### src/rtl/smpq_pkg.sv
// ---------------------------------------------------------------------------
// smpq_pkg
// Shared types and constants of the sorted max priority queue.
// ---------------------------------------------------------------------------
package smpq_pkg;

   localparam int CAPACITY = 16;
   localparam int COUNT_W  = $clog2(CAPACITY + 1);
   localparam int VALUE_W  = 32;
   localparam int STATUS_W = 2;
   localparam int RSP_COUNT_W = 5;

   localparam logic CMD_INSERT = 1'b0;
   localparam logic CMD_REMOVE = 1'b1;

   typedef enum logic [STATUS_W-1:0] {
      STATUS_OK    = 2'd0,
      STATUS_EMPTY = 2'd1,
      STATUS_FULL  = 2'd2
   } status_type;

   // broadcast to every cell in the chain
   typedef struct packed {
      logic                      insert;
      logic                      remove;
      logic signed [VALUE_W-1:0] value;
   } cell_ctl_type;

endpackage

### src/rtl/smpq_req_if.sv
// ---------------------------------------------------------------------------
// smpq_req_if
// Request channel: valid/ready handshake with a command and a value.
// ---------------------------------------------------------------------------
interface smpq_req_if;
   logic                              valid;
   logic                              ready;
   logic                              cmd;
   logic signed [smpq_pkg::VALUE_W-1:0] value;

   modport source (output valid, output cmd, output value, input ready);
   modport sink   (input valid, input cmd, input value, output ready);
endinterface

### src/rtl/smpq_rsp_if.sv
// ---------------------------------------------------------------------------
// smpq_rsp_if
// Response channel: valid/ready handshake with the removed value and status.
// ---------------------------------------------------------------------------
interface smpq_rsp_if;
   logic                                  valid;
   logic                                  ready;
   logic signed [smpq_pkg::VALUE_W-1:0]   max_value;
   logic [smpq_pkg::STATUS_W-1:0]         status;
   logic [smpq_pkg::RSP_COUNT_W-1:0]      count;
   logic                                  is_empty;

   modport source (output valid, output max_value, output status, output count,
                   output is_empty, input ready);
   modport sink   (input valid, input max_value, input status, input count,
                   input is_empty, output ready);
endinterface

### src/rtl/sorted_max_priority_queue.sv
// ---------------------------------------------------------------------------
// sorted_max_priority_queue
// Max priority queue kept sorted in a chain of compare-and-shift cells.
// ---------------------------------------------------------------------------
//  channel   dir  handshake     payload
//  req_chan  in   valid/ready   cmd, value
//  rsp_chan  out  valid/ready   max_value, status, count, is_empty
//
//  every request is applied to all cells together: each cell does one signed compare against
//  the broadcast value and shifts or loads in the same edge
//  one request per cycle is sustained while rsp_chan.ready stays high
//  the response register frees itself when taken, so a new request enters
//  in the same cycle; a stalled response holds req_chan.ready low
//  reset clears the fill count and response valid; cells are not cleared
// ---------------------------------------------------------------------------
module sorted_max_priority_queue (
   input  logic            clock,
   input  logic            reset,
   smpq_req_if.sink        req_chan,
   smpq_rsp_if.source      rsp_chan
);

   localparam int N = smpq_pkg::CAPACITY;

   logic [smpq_pkg::COUNT_W-1:0]        count_ff, count_in;
   logic                                rsp_valid_ff;
   logic signed [smpq_pkg::VALUE_W-1:0] max_value_ff, max_value_in;
   smpq_pkg::status_type                status_ff, status_in;

   logic                                accept;
   logic                                is_full;
   logic                                no_entries;
   smpq_pkg::cell_ctl_type              ctl;

   logic                                cell_take  [N];
   logic signed [smpq_pkg::VALUE_W-1:0] cell_value [N];

   assign req_chan.ready = !rsp_valid_ff || rsp_chan.ready;
   assign accept         = req_chan.valid && req_chan.ready;
   assign is_full        = count_ff == smpq_pkg::COUNT_W'(N);
   assign no_entries     = count_ff == '0;

   always_comb begin
      ctl.insert = accept && (req_chan.cmd == smpq_pkg::CMD_INSERT) && !is_full;
      ctl.remove = accept && (req_chan.cmd == smpq_pkg::CMD_REMOVE) && !no_entries;
      ctl.value  = req_chan.value;
   end

   for (genvar i = 0; i < N; i++) begin : g_cell
      logic                                prev_take;
      logic signed [smpq_pkg::VALUE_W-1:0] prev_value;
      logic signed [smpq_pkg::VALUE_W-1:0] next_value;

      if (i == 0) begin : g_head
         assign prev_take  = 1'b0;
         assign prev_value = req_chan.value;
      end else begin : g_body
         assign prev_take  = cell_take[i-1];
         assign prev_value = cell_value[i-1];
      end

      if (i == N - 1) begin : g_tail
         assign next_value = cell_value[i];
      end else begin : g_inner
         assign next_value = cell_value[i+1];
      end

      smpq_cell u_cell (
         .clock      (clock),
         .ctl        (ctl),
         .occupied   (smpq_pkg::COUNT_W'(i) < count_ff),
         .prev_take  (prev_take),
         .prev_value (prev_value),
         .next_value (next_value),
         .take       (cell_take[i]),
         .value      (cell_value[i])
      );
   end

   always_comb begin
      count_in     = count_ff;
      max_value_in = '0;
      status_in    = smpq_pkg::STATUS_OK;
      if (req_chan.cmd == smpq_pkg::CMD_INSERT) begin
         if (is_full) begin
            status_in = smpq_pkg::STATUS_FULL;
         end else begin
            count_in = count_ff + 1'b1;
         end
      end else begin
         if (no_entries) begin
            status_in = smpq_pkg::STATUS_EMPTY;
         end else begin
            count_in     = count_ff - 1'b1;
            max_value_in = cell_value[0];
         end
      end
   end

   always_ff @(posedge clock) begin
      if (reset) begin
         count_ff     <= '0;
         rsp_valid_ff <= 1'b0;
      end else begin
         if (accept) begin
            count_ff     <= count_in;
            rsp_valid_ff <= 1'b1;
         end else if (rsp_chan.ready) begin
            rsp_valid_ff <= 1'b0;
         end
      end
      if (accept) begin
         max_value_ff <= max_value_in;
         status_ff    <= status_in;
      end
   end

   assign rsp_chan.valid     = rsp_valid_ff;
   assign rsp_chan.max_value = max_value_ff;
   assign rsp_chan.status    = status_ff;
   assign rsp_chan.count     = smpq_pkg::RSP_COUNT_W'(count_ff);
   assign rsp_chan.is_empty  = no_entries;

`ifndef SYNTHESIS
   a_count_bound: assert property (@(posedge clock) disable iff (reset)
      count_ff <= smpq_pkg::COUNT_W'(N))
      else $error("fill count above capacity");

   a_head_sorted: assert property (@(posedge clock) disable iff (reset)
      count_ff >= smpq_pkg::COUNT_W'(2) |-> cell_value[0] >= cell_value[1])
      else $error("head of chain out of order");

   a_remove_count: assert property (@(posedge clock) disable iff (reset)
      ctl.remove |=> count_ff == $past(count_ff) - 1'b1)
      else $error("remove did not decrement count");

   a_insert_head: assert property (@(posedge clock) disable iff (reset)
      ctl.insert && no_entries |=> cell_value[0] == $past(req_chan.value))
      else $error("insert into empty queue lost value");
`endif

endmodule

### src/rtl/smpq_cell.sv
// ---------------------------------------------------------------------------
// smpq_cell
// One slot of the sorted chain: compares, then keeps, shifts or loads.
// ---------------------------------------------------------------------------
module smpq_cell (
   input  logic                                 clock,
   input  smpq_pkg::cell_ctl_type               ctl,
   input  logic                                 occupied,
   input  logic                                 prev_take,
   input  logic signed [smpq_pkg::VALUE_W-1:0]  prev_value,
   input  logic signed [smpq_pkg::VALUE_W-1:0]  next_value,
   output logic                                 take,
   output logic signed [smpq_pkg::VALUE_W-1:0]  value
);

   logic signed [smpq_pkg::VALUE_W-1:0] value_ff;
   logic signed [smpq_pkg::VALUE_W-1:0] value_in;

   // new value belongs at or before this slot (ties stay in front)
   assign take = !occupied || (ctl.value > value_ff);

   always_comb begin
      value_in = value_ff;
      if (ctl.insert && take) begin
         value_in = prev_take ? prev_value : ctl.value;
      end else if (ctl.remove) begin
         value_in = next_value;
      end
   end

   always_ff @(posedge clock) begin
      value_ff <= value_in;
   end

   assign value = value_ff;

endmodule

### src/flat_wrapper.sv
// flat-port wrapper written by rule: the top's interface ports become plain ports
module sorted_max_priority_queue_flat 
  (clock, reset, req_chan_valid, req_chan_cmd, req_chan_value, req_chan_ready, rsp_chan_valid, rsp_chan_max_value, rsp_chan_status, rsp_chan_count, rsp_chan_is_empty, rsp_chan_ready);
  smpq_req_if req_chan_i ();
  smpq_rsp_if rsp_chan_i ();
  input  logic clock;
  input  logic reset;
  input wire logic [$bits(req_chan_i.valid)-1:0] req_chan_valid;
  input wire logic [$bits(req_chan_i.cmd)-1:0] req_chan_cmd;
  input wire logic [$bits(req_chan_i.value)-1:0] req_chan_value;
  output wire logic [$bits(req_chan_i.ready)-1:0] req_chan_ready;
  output wire logic [$bits(rsp_chan_i.valid)-1:0] rsp_chan_valid;
  output wire logic [$bits(rsp_chan_i.max_value)-1:0] rsp_chan_max_value;
  output wire logic [$bits(rsp_chan_i.status)-1:0] rsp_chan_status;
  output wire logic [$bits(rsp_chan_i.count)-1:0] rsp_chan_count;
  output wire logic [$bits(rsp_chan_i.is_empty)-1:0] rsp_chan_is_empty;
  input wire logic [$bits(rsp_chan_i.ready)-1:0] rsp_chan_ready;
  assign req_chan_i.valid = req_chan_valid;
  assign req_chan_i.cmd = req_chan_cmd;
  assign req_chan_i.value = req_chan_value;
  assign req_chan_ready = req_chan_i.ready;
  assign rsp_chan_valid = rsp_chan_i.valid;
  assign rsp_chan_max_value = rsp_chan_i.max_value;
  assign rsp_chan_status = rsp_chan_i.status;
  assign rsp_chan_count = rsp_chan_i.count;
  assign rsp_chan_is_empty = rsp_chan_i.is_empty;
  assign rsp_chan_i.ready = rsp_chan_ready;
  sorted_max_priority_queue u_core (.clock(clock), .reset(reset), .req_chan(req_chan_i), .rsp_chan(rsp_chan_i));
endmodule
### config.mk
export PLATFORM = sky130hd
export DESIGN_NAME = sorted_max_priority_queue_flat
export DESIGN_NICKNAME = d
export VERILOG_FILES = /design/src/rtl/smpq_pkg.sv /design/src/rtl/smpq_req_if.sv /design/src/rtl/smpq_rsp_if.sv /design/src/rtl/sorted_max_priority_queue.sv /design/src/rtl/smpq_cell.sv /design/src/flat_wrapper.sv
export SDC_FILE = /design/constraint.sdc
export NUM_CORES = 2
export LEC_CHECK = 0
export ABC_AREA = 1
export BUFFER_PORTS_ARGS = -buffer_cell sky130_fd_sc_hd__buf_2
export CAP_MARGIN = 10
export CORE_MARGIN = 2
export CORE_UTILIZATION = 30
export DETAILED_ROUTE_END_ITERATION = 8
export PLACE_DENSITY = 0.52
export SLEW_MARGIN = 40
export SYNTH_ARGS = -nofsm -noshare
export SYNTH_HDL_FRONTEND = slang
export SYNTH_SLANG_ARGS = --single-unit
### constraint.sdc
create_clock -name clock -period 3.4 [get_ports clock]
set_clock_uncertainty 0.15 [all_clocks]
set_input_delay 0.17 -clock clock [delete_from_list [all_inputs] [get_ports clock]]
set_output_delay 0.17 -clock clock [all_outputs]
set_load 0.01 [all_outputs]
# Word level (Yosys, flattened, before mapping)
# Index checks and enable logic that the tools add are counted.
dict set report classes {
  add_sub_neg 2
  magnitude_cmp 32
  n_eq_ne 3
  muxes 53
  bitwise_logic 1
  n_reduce_logical 76
}
# operator count
set op_table {}
lappend op_table {{$mux W32} 45}
lappend op_table {{$gt A32 B32 Y1} 16}
lappend op_table {{$lt A4 B5 Y1 const A} 8}
lappend op_table {{$reduce_bool A2 Y1} 16}
lappend op_table {{$logic_and A1 B1 Y1} 21}
lappend op_table {{$lt A3 B5 Y1 const A} 4}
lappend op_table {{$logic_not A1 Y1} 19}
lappend op_table {{$logic_or A1 B1 Y1} 17}
lappend op_table {{$mux W5} 3}
lappend op_table {{$lt A1 B5 Y1 const A} 2}
lappend op_table {{$lt A2 B5 Y1 const A} 2}
lappend op_table {{$add A5 B1 Y5 const B} 1}
lappend op_table {{$eq A5 B5 Y1 const B} 1}
lappend op_table {{$logic_not A5 Y1} 1}
lappend op_table {{$sub A5 B1 Y5 const B} 1}
lappend op_table {{$mux W2} 2}
lappend op_table {{$ne A2 B2 Y1 const B} 2}
lappend op_table {{$mux W1} 3}
lappend op_table {{$reduce_and A3 Y1} 1}
lappend op_table {{$reduce_or A2 Y1} 1}
lappend op_table {{$not A1 Y1} 1}
dict set report word_totals {
  ff_bits 552
  input_bits 37
  output_inout_bits 42
  wordCells 187
}

# Longest topological paths before layout
dict set report depth {
  ltp_word 7
  depth_mapped 22
  depth_no_buf 21
}

# Cells and area by module
# A second synthesis with hierarchy kept.
dict set report hier_totals {
  hier_cells 5418
  hier_area_um2 45817.7
}
# mod instances cells_per_inst area_each_um2 seq_area_each_um2
set modules_own_cells {}
lappend modules_own_cells {{smpq_cell (u_core.g_cell[0].u_cell ...)} 15 326 2743.9 960.9}
lappend modules_own_cells {{smpq_cell (u_core.g_cell[15].u_cell)} 1 325 2726.4 960.9}
lappend modules_own_cells {sorted_max_priority_queue 1 203 1933.1 1141.1}

# Worst setup path after synthesis
# OpenSTA, ideal clock, no wires.
dict set report synth_timing {
  path_type {reg2reg}
  start {register u_core.count_ff (netlist bit u_core.rsp_chan.count[0])}
  end {register u_core.g_cell[15].u_cell.value_ff (netlist bit u_core.g_cell[15].u_cell.value[0]), enable pin}
  setup_time_ns 0.432
  arrival_ns 3.201
  t_required_ns 2.818
  path_slack_ns -0.383
  stages_incl_launch_ff 9
  path_buffers 1
  synth_period_minus_slack_ns 3.783
  path_cell_list {dfxtp_1 clkbuf_1 inv_1 ha_1 nand3_1 inv_2 nor3_4 inv_2 a21oi_1}
}
dict set report synth_between {
  elab_chain_len 4
  elab_cells_between_ends 7
  classes_between {1 x order compare; 1 x eq/ne; 5 x reduce/logical}
}
# element line
set synth_rtl {}
lappend synth_rtl {{from (decl)} sorted_max_priority_queue.sv:25} ;# logic [smpq_pkg::COUNT_W-1:0] count_ff, count_in;
lappend synth_rtl {{from (signal assigned)} sorted_max_priority_queue.sv:106} ;# count_ff <= count_in;
lappend synth_rtl {{$lt A4 B5 Y1 or $eq A5 B5 Y1 (tied branches)} {sorted_max_priority_queue.sv:71, sorted_max_priority_queue.sv:40}}
lappend synth_rtl {{$logic_not A1 Y1 (on tied branches)} {smpq_cell.sv:20, sorted_max_priority_queue.sv:44}}
lappend synth_rtl {{$logic_or A1 B1 Y1 or $logic_and A1 B1 Y1 (tied branches)} {smpq_cell.sv:20, sorted_max_priority_queue.sv:44}}
lappend synth_rtl {{$logic_and A1 B1 Y1 (*)} smpq_cell.sv:24} ;# if (ctl.insert && take) begin
lappend synth_rtl {{to (signal assigned)} smpq_cell.sv:32} ;# value_ff <= value_in;
lappend synth_rtl {{to (decl)} smpq_cell.sv:16} ;# logic signed [smpq_pkg::VALUE_W-1:0] value_ff;
# Mark *: on every way between the ends. The rest lies on a longest branch, timed or not.
# A chain may end at the register's enable or synchronous reset.

# Worst setup path in the final report
dict set report layout_timing {
  start {register u_core.g_cell[3].u_cell.value_ff (netlist bit u_core.g_cell[3].u_cell.value[7])}
  end {register u_core.g_cell[4].u_cell.value_ff (netlist bit u_core.g_cell[4].u_cell.value[2]), data pin}
}
dict set report layout_between {
  elab_chain_len 4
}
# element line
set layout_rtl {}
lappend layout_rtl {{from (decl)} smpq_cell.sv:16}
lappend layout_rtl {{from (signal assigned)} smpq_cell.sv:32}
lappend layout_rtl {{$gt A32 B32 Y1} smpq_cell.sv:20} ;# assign take = !occupied || (ctl.value > value_ff);
lappend layout_rtl {{$logic_or A1 B1 Y1} smpq_cell.sv:20}
lappend layout_rtl {{$mux W32} smpq_cell.sv:25} ;# value_in = prev_take ? prev_value : ctl.value;
lappend layout_rtl {{$mux W32} smpq_cell.sv:24}
lappend layout_rtl {{named net u_core.g_cell[4].u_cell.value_in (one bit)} smpq_cell.sv:17} ;# logic signed [smpq_pkg::VALUE_W-1:0] value_in;
lappend layout_rtl {{to (signal assigned)} smpq_cell.sv:32}
lappend layout_rtl {{to (decl)} smpq_cell.sv:16}
# The timed path passes the listed nets, and every way through them passes these cells.

==> key figures <==
Global route
  • Antenna violations before repair: 1
  • GRT Resource Usage Total: 0.180
  • Vias in the first global route: 36600
  • First-pass GRT wire length: 210000 µm
  • Global-route layer with the greatest usage: met2
  • Met3 track utilization from global routing: 0.0262
  • GR met2 Demand/Resource: 0.276
  • Pin count of the biggest net entering global routing: 65
  • GR met1 Demand/Resource: 0.265
  • Aggregate global routing overflow: 0

CTS
  • Clock insertion delay at the later pin of the skew report: 0.66 ns
  • Clock tree sinks: 552
  • Clock tree from TritonCTS: done
  • Number of H-tree branching levels: 3
  • Post CTS Setup Buffer Count: 0
  • Clock buffer depth: 3
  • Number of buffers created by CTS: 73
  • Master cell of the clock root buffer: sky130_fd_sc_hd__clkbuf_16
  • Clock transition time at the flip-flop clock pins of the worst setup and hold paths: 0.06 ns

STA
  • F_max: 315 MHz
  • Measured slew at the worst slew-check pin: 0.728 ns
  • Post-route clock period utilization: 0.933
  • Setup_tns: 0 ns
  • Post-route worst hold slack: 0.0514 ns
  • Number of pins with negative max-slew slack in the final report: 0
  • Final worst-path setup slack: 0.227 ns
  • Count of final setup violators: 0
  • Relative slew slack: 0.515
  • Final critical delay including setup and external delays: 3.17 ns
  • Unrepaired setup endpoints after global routing: false
  • Count of endpoints failing hold in the final timing report: 0

Detailed routing
  • Number of nets still failing antenna checks after routing: 0
  • Routed len/inst: 16.8 µm
  • Total length of routed wires: 133000 µm
  • DRC Markers: 0
  • Vias after detailed routing: 37700
  • Drt first pass iters: 6
  • Number of vias per cell: 4.77
  • Iteration-0 DRC Markers: 3025

Worst hold path
  • Worst Hold Class: primary input to register
  • Hold Path Origin: req_chan_value[5]
  • Worst hold endpoint: u_core.g_cell[6].u_cell.value[5]
  • Worst hold stages: 6

Die
  • Die outline area: 146000 µm²
  • Number of rows created at floorplan: 138
  • Die Ht: 382 µm
  • Core area: 142000 µm²
  • Horizontal die dimension: 382 µm
  • Boundary pin count: 79
  • Effective utilization at floorplan: 0.303

Yosys
  • Post-synth ARST share: 0
  • Area share of the largest cell type after synthesis: 0.382
  • Mapped Avg Cell Area: 7.34 µm²
  • Synth Register Bits: 552
  • Sequential share of the synthesized area: 0.385
  • Most frequently used flop master after synthesis: sky130_fd_sc_hd__edfxtp_1
  • Summed instance area of the synthesized netlist: 42900 µm²
  • Count of flip-flops with a built-in enable after synthesis: 546
  • Total nets after synthesis: 6400
  • Commonest cells post-synth: sky130_fd_sc_hd__nand2_1 (2432), sky130_fd_sc_hd__nand3_1 (706), sky130_fd_sc_hd__inv_1 (631), sky130_fd_sc_hd__edfxtp_1 (546), sky130_fd_sc_hd__ha_1 (516)
  • Library cells used by synthesis: 35
  • Cell type with the highest aggregate area in the netlist: sky130_fd_sc_hd__edfxtp_1
  • Count of synthesis-stage warnings from yosys: 0
  • Main area contributors after synthesis: sky130_fd_sc_hd__edfxtp_1 (38%), sky130_fd_sc_hd__nand2_1 (21%), sky130_fd_sc_hd__ha_1 (15%), sky130_fd_sc_hd__nand3_1 (8.2%), sky130_fd_sc_hd__inv_1 (5.5%)
  • Number of cells produced by synthesis: 5847
  • Most instantiated library cell after synthesis: sky130_fd_sc_hd__nand2_1

Setup path
  • Data arrival, critical path: 3.44 ns
  • Source of the worst register-to-register timing path: u_core.g_cell[3].u_cell.value[7]
  • Logic depth of the worst register-to-register path: 18
  • Highest net fanout along the worst path: 28
  • Cells traversed along the worst timing path: inv_1, ha_1, nand2_1, nor2_1, nand2_1, nand2_1, nand2_1, nand2_1, nand2_1, nand2_1, nand2_1, nand2_1, nand2_1, nand2_2, buf_4, nand2_1, nand3_1, nand2_1
  • CP max stage cell: sky130_fd_sc_hd__nor2_1
  • Data required, critical path: 3.67 ns
  • Critical path class: register to register
  • Setup slack of the worst register-to-register path: 0.23 ns
  • Category of the worst setup path launch point: register
  • CP peak stage delay: 0.45 ns
  • Cell occurring most often along the worst timing path: sky130_fd_sc_hd__nand2_1
  • Crit Reg-Reg Endpoint: u_core.g_cell[4].u_cell.value[2]
  • Category of the worst setup path capture point: register

Run status
  • Run status: finished clean

Pwr
  • Maximum ir drop on the vdd rail: 0.314 mV
  • Pwr/cell area: 507 nW/µm²
  • Static power due to leakage: 24.9 nW

Run
  • Reported max-cap violation count: 0

Placed design
  • Cell area reported after detailed placement: 46600 µm²
  • Pre-CTS setup slack: -0.0130 ns
  • Estimated wirelength of the detail-placed design: 107000 µm
  • Port-buffer cells: 78
  • Last weighted congestion value of the routability-driven placer: 0.886

Layout
  • Final core area utilization: 0.346
  • Relative area change from synthesis to final layout: 14.4%
  • Final standard cell area without fillers: 49100 µm²
  • Fraction of final layout cells with drive strength greater than 1: 0.0740
  • Count of nets after finishing: 6525
## power by group
group / leakage [nW] / switching, mW / internal, mW / total (mW)
combinational: 18.5 / 5.17 / 2.58 / 7.76
sequential: 5.25 / 0.601 / 8.81 / 9.41
clock: 1.13 / 3.16 / 4.57 / 7.73
## through the flow
stage / std cells / power (mW)
finish: 7918 / 24.9
global route: 7917 / 26.6
CTS: 7917 / 25.1
detailed placement: 7767 / 17.3
global placement: 7767 / 17.1
floorplan: 5847 / 14.6
## state kept, by name (all words and copies together) (netlist names)
name                        cells
u_core.g_cell.u_cell.value    512
u_core.rsp_chan.max_value      32
u_core.rsp_chan.status          2
u_core.rsp_chan.count           5
u_core.rsp_chan.valid           1
## layout make-up
| cell class | instances | area, µm² |
|---|---|---|
| well taps | 1890 | 2360 |
| multi-input cells | 4351 | 22700 |
| clock buffers | 92 | 1950 |
| clock inverters | 38 | 358 |
| repair buffers | 313 | 2620 |
| fillers | 15200 | 92700 |
| diodes | 1 | 2.50 |
| inverters | 681 | 2560 |
| flip-flops and latches | 552 | 16500 |
## worst max-delay path, delay by kind of cell, from the launching register on
kind	cells	cell delay, ns
AND/OR/NAND/NOR	15	1.71
buffers and inverters	2	0.41
flip-flops	1	0.34
adder cells (fa/ha/maj)	1	0.30
## cell families (layout without fill, tap and decap cells)
kind of cell               after synthesis  after routing  share of synthesized area
xor gates and xnor gates                 2              2                   0.000408
AOI/OAI and AO/OA                      431            431                     0.0533
other                                    0              1                          0
buffers and inverters                  944           1124                     0.0866
adders and majority gates              516            516                      0.150
and+or+nand+nor                       3402           3402                      0.324
DFF                                    552            552                      0.385
## worst max-delay path by stage
stage	startpoint	end	slack, ns	cells past startpoint
after floorplan	u_core.rsp_chan.count[0]	u_core.g_cell[7].u_cell.value[0]	0.06	11
after global placement	req_chan_value[6]	u_core.g_cell[1].u_cell.value[21]	-0.007	19
after detailed placement	req_chan_value[6]	u_core.g_cell[1].u_cell.value[6]	-0.01	19
after CTS	u_core.g_cell[14].u_cell.value[31]	u_core.g_cell[14].u_cell.value[20]	0.05	13
final	u_core.g_cell[3].u_cell.value[7]	u_core.g_cell[4].u_cell.value[2]	0.23	18
after global routing	u_core.g_cell[10].u_cell.value[25]	u_core.g_cell[10].u_cell.value[30]	0.03	17
## cell usage in the layout, fill, tap and decap left out, types with 9 or more instances in the layout
cell type / count
sky130_fd_sc_hd__edfxtp_1: 546
sky130_fd_sc_hd__nor2_1: 181
sky130_fd_sc_hd__dlygate4sd3_1: 20
sky130_fd_sc_hd__o21a_1: 29
sky130_fd_sc_hd__inv_1: 631
sky130_fd_sc_hd__o21ai_0: 127
sky130_fd_sc_hd__nand2_2: 11
sky130_fd_sc_hd__nor3_1: 10
sky130_fd_sc_hd__nand3_1: 706
sky130_fd_sc_hd__clkinv_1: 50
sky130_fd_sc_hd__clkinv_2: 9
sky130_fd_sc_hd__nand4_1: 44
sky130_fd_sc_hd__ha_1: 516
sky130_fd_sc_hd__inv_2: 17
sky130_fd_sc_hd__buf_2: 78
sky130_fd_sc_hd__buf_4: 182
sky130_fd_sc_hd__a21oi_1: 247
sky130_fd_sc_hd__nand2_1: 2430
sky130_fd_sc_hd__clkbuf_16: 75
sky130_fd_sc_hd__clkbuf_1: 16
sky130_fd_sc_hd__buf_12: 33
## per-layer routing
layer | part of all wire | vias to the layer above
met5 | 0 | -
met4 | 0.020 | 0
met3 | 0.052 | 138
met2 | 0.42 | 886
met1 | 0.50 | 17300
li1 | - | 19400
## timing repair
item,in CTS,in global routing
setup endpoints to repair,0,44
gates resized for setup,0,3
hold buffers,20,0
endpoints found under the hold margin,40,0
Power figures use the tool's default switching activity.
